**src/hdl/knn_pkg.sv**
```systemverilog
// Shared types and constants for the k-NN top-k list with majority vote.
// No dependencies; imported by every module of the block.
`default_nettype none

package knn_pkg;

  localparam logic [1:0] OP_OFFER = 2'd0;
  localparam logic [1:0] OP_VOTE  = 2'd1;
  localparam logic [1:0] OP_CLEAR = 2'd2;

  // Empty-slot score, -2.0 in Q2.14
  localparam logic signed [15:0] SENTINEL_SCORE = 16'sh8000;
  localparam logic [4:0]         K_RESET        = 5'd16;

  typedef struct packed {
    logic [1:0]         opcode;
    logic signed [15:0] score;
    logic [3:0]         class_id;
  } in_t;

  typedef struct packed {
    logic [3:0] best_class;
    logic       found;
  } out_t;

  typedef struct packed {
    logic offer;
    logic clear;
    logic vote_load;
    logic vote_step;
    logic emit;
  } cmd_t;

  typedef struct packed {
    logic vote_done;
  } status_t;

endpackage

`default_nettype wire

```
**src/hdl/knn_top_k_insert_and_vote_top.sv**
```systemverilog
// Top level of the k-NN top-k list with majority vote.
// Depends on knn_pkg, knn_ctrl and knn_dp.
//
// Usage:
//   Input channel: an item (in_data: opcode, score, class_id) is taken at a
//   rising edge with start high and busy low. Offer inserts a Q2.14 score with
//   its class into the descending top-k list; clear empties it; vote returns
//   the majority class of the filled entries (lowest class id on a tie).
//   Offer, clear and the unused opcode keep busy low, so such items can be
//   taken on every cycle.
//   A vote raises busy while the class counters take the filled entries
//   (at most k), one kept class per cycle. The result appears on out_data
//   with out_valid high for exactly one cycle, in the first cycle with busy
//   low again; it must be taken then, there is no stall.
//   Config channel: cfg_data (k_in_use) is written when cfg_valid and
//   cfg_ready are high; cfg_ready is always high. Write only while idle.
//   Reset (rst_n low, synchronous): the list is empty, k_in_use is 16,
//   the controller is idle and out_valid is low.
`default_nettype none

module knn_top_k_insert_and_vote_top
  import knn_pkg::*;
#(
  parameter int MAX_K       = 16,
  parameter int NUM_CLASSES = 16
) (
  input  wire logic       clk,
  input  wire logic       rst_n,
  input  wire logic       start,
  output logic            busy,
  input  wire in_t        in_data,
  output logic            out_valid,
  output out_t            out_data,
  input  wire logic       cfg_valid,
  output logic            cfg_ready,
  input  wire logic [4:0] cfg_data
);

  cmd_t    cmd;
  status_t status;

  assign cfg_ready = 1'b1;

  knn_ctrl u_ctrl (
    .clk    (clk),
    .rst_n  (rst_n),
    .start  (start),
    .opcode (in_data.opcode),
    .status (status),
    .busy   (busy),
    .cmd    (cmd)
  );

  knn_dp #(
    .MAX_K       (MAX_K),
    .NUM_CLASSES (NUM_CLASSES)
  ) u_dp (
    .clk       (clk),
    .rst_n     (rst_n),
    .cmd       (cmd),
    .status    (status),
    .item      (in_data),
    .cfg_we    (cfg_valid & cfg_ready),
    .cfg_data  (cfg_data),
    .out_valid (out_valid),
    .out_data  (out_data)
  );

endmodule

`default_nettype wire

```
**src/hdl/knn_ctrl.sv**
```systemverilog
// Controller of the k-NN top-k block: accepts items and sequences the vote count.
// Depends on knn_pkg; drives knn_dp through cmd_t and reads status_t.
`default_nettype none

module knn_ctrl
  import knn_pkg::*;
(
  input  wire logic       clk,
  input  wire logic       rst_n,
  input  wire logic       start,
  input  wire logic [1:0] opcode,
  input  wire status_t    status,
  output logic            busy,
  output cmd_t            cmd
);

  localparam logic ST_IDLE  = 1'b0;
  localparam logic ST_COUNT = 1'b1;

  logic state_r;
  logic state_nxt;

  always_ff @(posedge clk) begin
    if (!rst_n) begin
      state_r <= ST_IDLE;
    end else begin
      state_r <= state_nxt;
    end
  end

  always_comb begin
    state_nxt = state_r;
    cmd       = '0;
    busy      = 1'b0;
    unique case (state_r)
      ST_IDLE: begin
        if (start) begin
          unique case (opcode)
            OP_OFFER: begin
              cmd.offer = 1'b1;
            end
            OP_CLEAR: begin
              cmd.clear = 1'b1;
            end
            OP_VOTE: begin
              cmd.vote_load = 1'b1;
              state_nxt     = ST_COUNT;
            end
            default: begin
              // unused opcode: drop the item
            end
          endcase
        end
      end
      ST_COUNT: begin
        busy = 1'b1;
        if (status.vote_done) begin
          cmd.emit  = 1'b1;
          state_nxt = ST_IDLE;
        end else begin
          cmd.vote_step = 1'b1;
        end
      end
      default: begin
        state_nxt = ST_IDLE;
      end
    endcase
  end

endmodule

`default_nettype wire

```
**src/hdl/knn_dp.sv**
```systemverilog
// Datapath of the k-NN top-k block: sorted score/class lanes, fill count,
// class vote counters and the result register. Depends on knn_pkg.
`default_nettype none

module knn_dp
  import knn_pkg::*;
#(
  parameter int MAX_K       = 16,
  parameter int NUM_CLASSES = 16
) (
  input  wire logic       clk,
  input  wire logic       rst_n,
  input  wire cmd_t       cmd,
  output status_t         status,
  input  wire in_t        item,
  input  wire logic       cfg_we,
  input  wire logic [4:0] cfg_data,
  output logic            out_valid,
  output out_t            out_data
);

  localparam int CNT_W = $clog2(MAX_K + 1);
  localparam int NV    = (NUM_CLASSES < 16) ? NUM_CLASSES : 16;
  localparam int VW    = $clog2(NV);

  logic [4:0]         k_in_use_r;
  logic [CNT_W-1:0]   fill_r;
  logic signed [15:0] score_r [MAX_K];
  logic [3:0]         class_r [MAX_K];
  logic [3:0]         snap_r  [MAX_K];
  logic [CNT_W-1:0]   idx_r;
  logic [CNT_W-1:0]   nf_r;
  logic [CNT_W-1:0]   cnt_r   [NV];
  logic [CNT_W-1:0]   most_r;
  logic [3:0]         best_r;
  logic               out_valid_r;
  out_t               out_data_r;

  logic [CNT_W-1:0] eff_k;
  logic [CNT_W-1:0] fill_eff;
  logic             full;
  logic [MAX_K-1:0] ge;
  logic [MAX_K-1:0] keep;
  logic [MAX_K-1:0] shift_ok;
  logic [MAX_K-1:0] is_last;
  logic             last_ge;
  logic             do_ins;

  // Effective k: zero acts as one, above capacity saturates
  always_comb begin
    if (k_in_use_r == 5'd0) begin
      eff_k = CNT_W'(1);
    end else if (int'(k_in_use_r) > MAX_K) begin
      eff_k = CNT_W'(MAX_K);
    end else begin
      eff_k = CNT_W'(k_in_use_r);
    end
  end

  assign fill_eff = (fill_r < eff_k) ? fill_r : eff_k;
  assign full     = (fill_eff == eff_k);

  for (genvar gi = 0; gi < MAX_K; gi++) begin : g_cmp
    assign ge[gi]       = ($signed(score_r[gi]) >= $signed(item.score));
    assign keep[gi]     = (gi < int'(fill_eff)) && ge[gi];
    assign shift_ok[gi] = (gi <= int'(fill_eff)) && (gi < int'(eff_k));
    assign is_last[gi]  = (gi == int'(eff_k) - 1);
  end

  assign last_ge = |(ge & is_last);
  assign do_ins  = cmd.offer && (item.score != SENTINEL_SCORE) && !(full && last_ge);

  // Lanes ahead of the insert point hold, the insert point takes the item,
  // lanes behind it shift down by one up to the last usable lane.
  for (genvar gi = 0; gi < MAX_K; gi++) begin : g_lane
    if (gi == 0) begin : g_head
      always_ff @(posedge clk) begin
        if (do_ins && !keep[0]) begin
          score_r[0] <= item.score;
          class_r[0] <= item.class_id;
        end
        if (cmd.vote_load) begin
          snap_r[0] <= class_r[0];
        end else if (cmd.vote_step && MAX_K > 1) begin
          snap_r[0] <= snap_r[(MAX_K > 1) ? 1 : 0];
        end
      end
    end else begin : g_body
      always_ff @(posedge clk) begin
        if (do_ins && !keep[gi]) begin
          if (keep[gi-1]) begin
            score_r[gi] <= item.score;
            class_r[gi] <= item.class_id;
          end else if (shift_ok[gi]) begin
            score_r[gi] <= score_r[gi-1];
            class_r[gi] <= class_r[gi-1];
          end
        end
        if (cmd.vote_load) begin
          snap_r[gi] <= class_r[gi];
        end else if (cmd.vote_step && gi < MAX_K - 1) begin
          snap_r[gi] <= snap_r[(gi < MAX_K - 1) ? gi + 1 : gi];
        end
      end
    end
  end

  always_ff @(posedge clk) begin
    if (!rst_n) begin
      fill_r     <= '0;
      k_in_use_r <= K_RESET;
    end else begin
      if (cmd.clear) begin
        fill_r <= '0;
      end else if (do_ins) begin
        fill_r <= full ? eff_k : CNT_W'(fill_eff + 1'b1);
      end
      if (cfg_we) begin
        k_in_use_r <= cfg_data;
      end
    end
  end

  // Vote: one kept class per cycle from the head of the snapshot line
  logic [3:0]       head;
  logic             hit;
  logic [VW-1:0]    cidx;
  logic [CNT_W-1:0] new_cnt;
  logic             better;

  assign head    = snap_r[0];
  assign hit     = (int'(head) < NUM_CLASSES);
  assign cidx    = head[VW-1:0];
  assign new_cnt = CNT_W'(cnt_r[cidx] + 1'b1);
  assign better  = (new_cnt > most_r) || ((new_cnt == most_r) && (head < best_r));

  for (genvar gj = 0; gj < NV; gj++) begin : g_cnt
    always_ff @(posedge clk) begin
      if (cmd.vote_load) begin
        cnt_r[gj] <= '0;
      end else if (cmd.vote_step && hit && (cidx == VW'(gj))) begin
        cnt_r[gj] <= new_cnt;
      end
    end
  end

  always_ff @(posedge clk) begin
    if (cmd.vote_load) begin
      idx_r  <= '0;
      nf_r   <= fill_eff;
      most_r <= '0;
      best_r <= 4'd0;
    end else if (cmd.vote_step) begin
      idx_r <= CNT_W'(idx_r + 1'b1);
      if (hit && better) begin
        most_r <= new_cnt;
        best_r <= head;
      end
    end
  end

  assign status.vote_done = (idx_r == nf_r);

  always_ff @(posedge clk) begin
    if (!rst_n) begin
      out_valid_r <= 1'b0;
    end else begin
      out_valid_r <= cmd.emit;
    end
  end

  always_ff @(posedge clk) begin
    if (cmd.emit) begin
      out_data_r.best_class <= best_r;
      out_data_r.found      <= (nf_r != '0);
    end
  end

  assign out_valid = out_valid_r;
  assign out_data  = out_data_r;

endmodule

`default_nettype wire

```
**config.mk**
```make
export PLATFORM = sky130hd
export DESIGN_NAME = knn_top_k_insert_and_vote_top
export DESIGN_NICKNAME = d
export VERILOG_FILES = /design/src/hdl/knn_pkg.sv /design/src/hdl/knn_top_k_insert_and_vote_top.sv /design/src/hdl/knn_ctrl.sv /design/src/hdl/knn_dp.sv
export SDC_FILE = /design/constraint.sdc
export NUM_CORES = 1
export LEC_CHECK = 0
export ABC_AREA = 1
export ABC_CLOCK_PERIOD_IN_PS = 5800
export BUFFER_PORTS_ARGS = -buffer_cell sky130_fd_sc_hd__buf_2
export CORE_AREA = 2 2 227 229
export DETAILED_ROUTE_END_ITERATION = 12
export DIE_AREA = 0 0 229 231
export MAX_ROUTING_LAYER = met4
export PLACE_DENSITY_LB_ADDON = 0.05
export RECOVER_POWER = 50
export SYNTH_ARGS = -nofsm -noshare
export SYNTH_HDL_FRONTEND = slang
export SYNTH_SLANG_ARGS = --single-unit
```
**constraint.sdc**
```tcl
create_clock -name clk -period 5.8 [get_ports clk]
set_clock_uncertainty 0.15 [all_clocks]
set_input_delay 0.58 -clock clk [delete_from_list [all_inputs] [get_ports clk]]
set_output_delay 0.58 -clock clk [all_outputs]
set_load 0.01 [all_outputs]
```
==> Yosys cells after proc, flatten, opt, wreduce, memory -nomap -nowiden <==
Memory sizes are Yosys's and may differ from the RTL's.
Cells that the tools add are included.
{ "op_classes": {"add_sub_neg": 4, "multipliers": 0, "div": 0, "magnitude_cmp": 66, "n_eq_ne": 36, "shift": 0, "n_mux": 236, "bitwise_logic": 64, "n_reduce_logical": 93} }
{ "ops": {"columns": ["cell", "count"], "rows": [
  ["equality test 5 x 32 -> 1 bit, first input constant", 8],
  ["greater-or-equal comparator 16 bit", 16],
  ["two-way mux 16 bit", 15],
  ["two-way mux 1 bit", 167],
  ["equality test 4 x 32 -> 1 bit, first input constant", 4],
  ["two-way mux 4 bit", 30],
  ["two-way mux 5 bit", 20],
  ["less-than comparator 4 x 5 -> 1 bit, first input constant", 16],
  ["logical AND 1 bit", 67],
  ["equality test 3 x 32 -> 1 bit, first input constant", 2],
  ["bitwise OR 1 bit", 61],
  ["less-or-equal comparator 4 x 5 -> 1 bit, first input constant", 8],
  ["less-than comparator 3 x 5 -> 1 bit, first input constant", 8],
  ["equality test 2 x 32 -> 1 bit, first input constant", 1],
  ["equality test 4 bit, second input constant", 8],
  ["zero test 32 bit", 1],
  ["less-or-equal comparator 3 x 5 -> 1 bit, first input constant", 4],
  ["less-than comparator 2 x 5 -> 1 bit, first input constant", 4],
  ["zero test 1 bit", 17],
  ["AND 16 bit", 1],
  ["equality test 4 x 3 -> 1 bit, second input constant", 4],
  ["!= test 16 bit, second input constant", 1],
  ["OR reduction 16 bit", 1],
  ["adder 5 x 1 -> 5 bit, second input constant", 3],
  ["24 further kinds", 32]
]} }
{ "totals": {"regBits": 36, "latch_bits": 0, "ramBits": 464, "romBits": 0, "inputBits": 31, "out_inout_bits": 8, "n_memories": 4} }
{ "mem_list": {"columns": ["memory", "depth", "word_bits", "rd", "rd_clocked_by_memory_dff", "write_ports", "line_no", "text"], "rows": [
  ["u_dp.score_r", 16, 16, 16, 0, 16, "knn_dp.sv:28", "logic signed [15:0] score_r [MAX_K];"],
  ["u_dp.cnt_r", 16, 5, 1, 0, 16, "knn_dp.sv:33", "logic [CNT_W-1:0] cnt_r [NV];"],
  ["u_dp.class_r", 16, 4, 16, 0, 16, "knn_dp.sv:29", "logic [3:0] class_r [MAX_K];"],
  ["u_dp.snap_r", 16, 4, 16, 0, 16, "knn_dp.sv:30", "logic [3:0] snap_r [MAX_K];"]
]} }

==> Depth between registers and ports, before layout <==
Gate-level depths: netlist of run 1.
{ "logic_depth": {"depth_word": 14, "mapped_depth": 25} }

==> Modules after synthesis <==
Synthesis of run 1 repeated with hierarchy kept, for this count alone.
{ "hier_totals": {"hier_cells": 3265, "hier_area_um2": 30088.9} }
{ "by_module_without_submodules": {"columns": ["module", "n_inst", "cells_per_inst", "area_each_um2"], "rows": [
  ["knn_dp", 1, 3245, 29981.3],
  ["knn_ctrl", 1, 18, 96.3],
  ["knn_top_k_insert_and_vote_top", 1, 2, 11.3]
]} }

==> Worst setup path after synthesis of run 1 <==
Ideal clock, no wire load.
{ "synth_path": {"kind": "input -> register", "start": "input port in_data[19] (netlist name)", "end": "memory u_dp.class_r[1][0] (enable)", "arrival_time_ns": 4.693, "required_ns": 5.228, "path_slack_ns": 0.535, "cell_stages": 19, "path_buffers": 3, "path_cell_list": "clkbuf_1 > clkbuf_1 > inv_1 > ha_1 > nand2_1 > nor2_1 > nand2_1 > nor2_1 > nand2_1 > nand4_1 > nand3_1 > nand2_1 > nand2_1 > nor2_1 > nand2_1 > o21ai_2 > buf_4 > nand2_1 > nor3_1"} }
{ "synth_lines": {"columns": ["element", "line_no", "text"], "rows": [
  ["start: declaration", "knn_top_k_insert_and_vote_top.sv:31", "input wire in_t in_data,"],
  ["end: declaration", "knn_dp.sv:29", null]
]} }

==> out/metrics.yaml, run 1 <==
outcome: "complete, but fails checks"
violations_in_the_final_reports: "max-capacitance violations, max-slew violations"
power_switching_uw: 2800
drcViolationCount: 0
synth_seq_cells: 500
seqCellArea_sq_um: 14800
number_of_buffers_inserted_during_clock_tree_synthesis: 54
beginning_of_the_worst_register_to_register_path: "u_dp.k_in_use_r[2]"
ctsRootBufferMaster: "sky130_fd_sc_hd__clkbuf_16"
rows: 83
reg2reg_to: "u_dp.class_r[4][0]"
postCtsHoldBufs: 0
total_leakage_power_uw: 0.0142
synth.net_count: 3703
cell_area_synth_sq_um: 29900
path_common_cell: "sky130_fd_sc_hd__nand2_1"
share_of_yosys_cell_area_claimed_by_the_top_area_cell_type_pct: 47.6
antenna_found_initial: 1
internal_power_uw: 6590
maxClockFrequency_mhz: 182
arrival_ps: 5620
p_clk_share_pct: 36.3
clock_insertion_delay_worst_skew_ps: 620
required_ps: 5940
filler_cell_count: 4347
wire_per_inst_um: 22.0
largest_cells_by_area_after_synthesis: "sky130_fd_sc_hd__edfxtp_1, sky130_fd_sc_hd__nand2_1, sky130_fd_sc_hd__ha_1"
synth_top_area_cell: "sky130_fd_sc_hd__edfxtp_1"
drt_pass1_iterations: 8
postRouteAntennaNets: 0
asyncSetResetFlopFracSynth_pct: 0
timing.critical_path.slowest_cell_delay_ps: 1030
route.final.wire_length_um: 90800
dp_worst_setup_slack_ps: 376
initialDrtViolationCount: 3021
net_count_of_the_finished_layout: 3702
wire_length_of_the_first_global_routing_pass_um: 139000
logic_gate_share_of_total_power_pct: 18.4
finalSetupTns_ps: 0
avgViaCountPerCell: 6.17
finalSetupViolations: 0
p_sw_share_pct: 29.8
design.core.area_sq_um: 50700
floorplan.initialDensity_pct: 59.0
yosys_warnings: 0
period_share_pct: 94.5
pwr-share-seq_pct: 45.3
slew_viol_final: 320
yosys_most_used_dff: "sky130_fd_sc_hd__edfxtp_1"
critical_path.endpoint: "u_dp.score_r[0][16]"
finalWorstPathRequiredPeriod_ps: 5480
tightestPinTransition_ps: 1990
grt_setup_unrepaired: "no"
hpwl_um: 63600
layout_commonest_cell: "sky130_fd_sc_hd__nand2_1"
post_cts_resized: 0
yosys.cell_types.count: 45
timing.slew.headroom_pct: -32.5
die_h_um: 231
worst_hold_startpoint: "cfg_data[4]"
synth_edf_count: 474
end_kind: "flip-flop"
reg2reg_setup_slack_ps: 460
grt-ovfl-total: 0
drv.max_cap_violation_count: 12
design.die.area_sq_um: 52900
grt_start_max_net_pins: 102
gpl.final_weighted_congestion: 1.01
dr_total_vias: 25400
timing.setup.critical_path_class: "input pin to flip-flop"
drive_above_1_share_pct: 6.45
antenna_diode_count: 0
cts_tree: "yes"
vias_in_the_first_global_route: 24000
worstSetupStartpointType: "input pin"
cpMaxStageDelayCell: "sky130_fd_sc_hd__clkbuf_1"
multi_input_comb_area_sq_um: 13600
cts_post_setup_buffers_inserted: 0
synthesis.area_per_instance_sq_um: 8.80
peakVddDrop_v: 0.000236
ordered_cell_list_for_the_critical_path: "clkbuf_1, inv_1, buf_4, ha_1, nand2_1, nor4_1, nand2_1, nand3_1, nand3_1, nand2_1, nand2_1, nor2_1, nand2_1, o21ai_2, nand2_1, nor3_2, buf_4"
synth_sequential_area_ratio_pct: 49.3
crit_path_max_fanout: 20
placement.io_buffers: 37
timing.final.ws_setup_ps: 320
ios: 39
layout-area-overhead-vs-synth_pct: 8.58
clk_pin_slew_ps: 60
final-hold-violation-count: 0
die_x_um: 229
power_density_nw_per_um2: 289
most-common-layout-cells: "sky130_fd_sc_hd__nand2_1, sky130_fd_sc_hd__edfxtp_1, sky130_fd_sc_hd__nand4_1, sky130_fd_sc_hd__ha_1, sky130_fd_sc_hd__nor2_1"
htreeDepth: 2
syn-instance-count: 3399
numClockSinks: 500
worstHoldPathType: "input pin to flip-flop"
clockBufferDepth: 3
critPathLaunch: "in_data[13]"
grt_use_total_pct: 35.3
r2r_cells: 20
## metal layers
| metal | vias up | track usage, % | routed length, um |
|---|---|---|---|
| met3 | 245 | 5.22 | 8500 |
| li1 | 11900 | - | - |
| met5 | - | - | 0 |
| met2 | 1247 | 55.0 | 41200 |
| met4 | 0 | 13.9 | 3720 |
| met1 | 12100 | 46.8 | 37400 |
## worst min path at each step
stage	endpoint	slack (ps)	cells after the start
after CTS	u_dp.k_in_use_r[4]	70	3
final	u_dp.k_in_use_r[4]	90	3
after floorplan	u_dp.snap_r[1][28]	250	0
after global placement	u_dp.snap_r[1][30]	250	0
after global routing	u_dp.k_in_use_r[4]	90	2
after detailed placement	u_dp.snap_r[1][29]	260	0
## sequential cells by signal, summed over array words and instances (netlist names), 64 cells and up
| name | flops |
|---|---|
| u_dp.class_r | 64 |
| u_dp.cnt_r | 80 |
| u_dp.score_r | 256 |
| u_dp.snap_r | 64 |
## stage by stage
stage               hold slack (ps)  instances  utilization (%)  total power (uW)  cell area [sq um]
finish                         86.5       4120             64.1              9380              32500
global route                   94.6       4120             64.1              9720              32500
CTS                            74.2       4120             64.4              9370              32600
detailed placement              261       4022             61.0              6020              30900
global placement                252       4022             61.0              5950              30900
floorplan                       250       3399                -              5430              29900
## critical path: cells and delay by family
kind	cells	cell delay, ps
compound gates	1	700
fa+ha+maj	1	360
simple gates	11	2170
buf+inv	4	1790
## final cells by class
type / instances / share of cell area (%)
well taps: 680 / 2.62
flip-flops and latches: 500 / 45.4
clock inverters: 28 / 0.848
inverters: 170 / 1.97
clock buffers: 70 / 4.41
multi-input cells: 2526 / 41.8
repair buffers: 146 / 2.86
## power groups by stage
stage               sequential [uW]  combinational (uW)  clock [uW]
global placement               4310                1640           0
detailed placement             4320                1700           0
finish                         4250                1730        3410
CTS                            4240                1710        3420
floorplan                      4290                1150           0
global route                   4260                1910        3550
## cells in the mapped netlist, drive strengths merged (4+ instances only)
master,n
a21o,6
a21oi,142
a22oi,20
a31oi,4
buf,102
clkbuf,101
dfxtp,26
edfxtp,474
ha,273
inv,169
nand2,1239
nand3,135
nand4,339
nor2,227
nor3,20
nor4,9
o21a,10
o21ai,73
o21bai,4
xnor2,5
## kinds of logic after synthesis
kind of cell / count (synthesis) / share of synthesized area, %
AND/OR/NAND/NOR: 1974 / 28.6
AO/OA/AOI/OAI: 271 / 5.07
adder cells (fa/ha/maj): 273 / 11.4
flip-flops: 500 / 49.3
buffers and inverters: 373 / 5.34
other: 1 / 0.0125
XOR/XNOR: 7 / 0.205
Note: power is estimated with default switching activity, not from simulation.
==> run 2, diff against run 1 <==
CORE_AREA = 2 2 237 239   (was 2 2 227 229)
DIE_AREA = 0 0 239 241   (was 0 0 229 231)
==> run 2 against run 1 <==
Against the previous run: core utilization shrank 4.6 points; die area grew 8.9%; first-iteration DRC count shrank 15%; sequential power is essentially flat; critical endpoint is now u_dp.score_r[1][49]; worst setup slack gained 160 ps; non-clock buffer count shrank 1; critical path type is now flip-flop to flip-flop; the flow still finishes with violations (max-capacitance violations, max-slew violations); sequential share of layout area shrank 0.24 points.
==> out/metrics.yaml, run 2 (synthesized netlist as in run 1, its figures left out) <==
period_share_pct: 91.7
route.final.wire_length_um: 92400
antenna_found_initial: 0
wire_length_of_the_first_global_routing_pass_um: 141000
drt_pass1_iterations: 6
htreeDepth: 2
clock_insertion_delay_worst_skew_ps: 640
largest_register_ffs: 256
worstHoldPathType: "input pin to flip-flop"
grt_use_total_pct: 33.4
vias_in_the_first_global_route: 24100
die_x_um: 239
leading_registers_by_flop_count: "u_dp.score_r: 256 flops, u_dp.cnt_r: 80 flops"
outcome: "complete, but fails checks"
violations_in_the_final_reports: "max-capacitance violations, max-slew violations"
rows: 86
dp_worst_setup_slack_ps: 517
required_ps: 6020
ios: 39
grt_setup_unrepaired: "no"
timing.setup.critical_path_class: "flip-flop to flip-flop"
holdWs_ps: 66.8
finalSetupTns_ps: 0
drive_above_1_share_pct: 6.79
worstSetupStartpointType: "flip-flop"
initialDrtViolationCount: 2562
peakVddDrop_v: 0.000228
largest_register: "u_dp.score_r"
avgViaCountPerCell: 6.08
dr_total_vias: 25200
net_count_of_the_finished_layout: 3702
layout_commonest_cell: "sky130_fd_sc_hd__nand2_1"
slew_viol_final: 386
timing.slew.headroom_pct: -100
cts_tree: "yes"
filler_cell_count: 4883
gpl.final_weighted_congestion: 0.926
power_density_nw_per_um2: 289
final-hold-violation-count: 0
timing.final.ws_setup_ps: 480
clockBufferDepth: 3
grt-ovfl-total: 0
drcViolationCount: 0
arrival_ps: 5540
total_leakage_power_uw: 0.0142
wire_per_inst_um: 22.3
layout-area-overhead-vs-synth_pct: 9.15
numClockSinks: 500
crit_path_max_fanout: 21
ctsRootBufferMaster: "sky130_fd_sc_hd__clkbuf_16"
antenna_diode_count: 0
die_h_um: 241
hpwl_um: 64200
finalWorstPathRequiredPeriod_ps: 5320
layout.core_utilization_pct: 59.5
clk_pin_slew_ps: 60
design.core.area_sq_um: 54900
design.die.area_sq_um: 57600
grt_start_max_net_pins: 65
post_cts_resized: 0
cts_post_setup_buffers_inserted: 0
end_kind: "flip-flop"
placement.io_buffers: 37
maxClockFrequency_mhz: 188
tightestPinTransition_ps: 3000
floorplan.initialDensity_pct: 54.5
finalSetupViolations: 0
number_of_buffers_inserted_during_clock_tree_synthesis: 55
postRouteAntennaNets: 0
drv.max_cap_violation_count: 19
postCtsHoldBufs: 0
most-common-layout-cells: "sky130_fd_sc_hd__nand2_1, sky130_fd_sc_hd__edfxtp_1, sky130_fd_sc_hd__nand4_1, sky130_fd_sc_hd__ha_1, sky130_fd_sc_hd__nor2_1"
-- run 2: final timing paths --
path,startpoint,endpoint,slack (ps),cells after the start
worst max-delay path,u_dp.k_in_use_r[4],u_dp.score_r[1][49],480,19
worst min-delay path,cfg_data[4],u_dp.k_in_use_r[4],70,3
worst max register to register,u_dp.k_in_use_r[4],u_dp.score_r[1][49],480,19
worst min register to register,u_dp.class_r[15][3],u_dp.snap_r[1][31],270,0
-- run 2: layout make-up --
type / instances / area (sq um) / share of cell area (%)
multi-input cells: 2526 / 13600 / 41.6
repair buffers: 145 / 981 / 3.01
clock buffers: 74 / 1510 / 4.62
clock inverters: 30 / 284 / 0.870
flip-flops and latches: 500 / 14800 / 45.2
well taps: 704 / 881 / 2.70
inverters: 170 / 641 / 1.96
-- run 2: critical path, cell delays in order, from the launching register on --
cell	delay (ps)
sky130_fd_sc_hd__dfxtp_1	360
sky130_fd_sc_hd__clkbuf_1	500
sky130_fd_sc_hd__inv_4	170
sky130_fd_sc_hd__nand2_2	180
sky130_fd_sc_hd__ha_1	260
sky130_fd_sc_hd__nand2_1	80
sky130_fd_sc_hd__nor2_1	50
sky130_fd_sc_hd__a211oi_1	290
sky130_fd_sc_hd__nand2_1	410
sky130_fd_sc_hd__inv_2	170
sky130_fd_sc_hd__nand2_1	60
sky130_fd_sc_hd__nand2_1	280
sky130_fd_sc_hd__nand2_1	250
sky130_fd_sc_hd__o21ai_1	350
sky130_fd_sc_hd__nand3b_1	170
sky130_fd_sc_hd__inv_1	90
sky130_fd_sc_hd__buf_4	230
sky130_fd_sc_hd__nand4_1	650
sky130_fd_sc_hd__nand2_1	240
sky130_fd_sc_hd__nand2_1	100
-- run 2: per-stage QoR --
stage	total power, uW	area, sq um	instances
finish	9440	32600	4149
global route	9820	32600	4149
floorplan	5430	29900	3399
detailed placement	6020	31000	4045
global placement	5970	31000	4045
CTS	9460	32800	4149
-- run 2: where the power goes --
part	internal, uW	leakage (uW)	switching, uW
registers	4160	0.00455	97.6
logic	473	0.00880	1260
clock network	1970	0.000868	1480
-- run 2: metal layers --
| layer | vias to the layer above | share of wire [%] | global-route usage, % |
|---|---|---|---|
| met4 | 0 | 5.4 | 15.8 |
| met1 | 12000 | 41 | 42.8 |
| met5 | - | 0 | - |
| met2 | 1118 | 45 | 52.5 |
| met3 | 245 | 8.1 | 4.90 |
| li1 | 11800 | - | - |
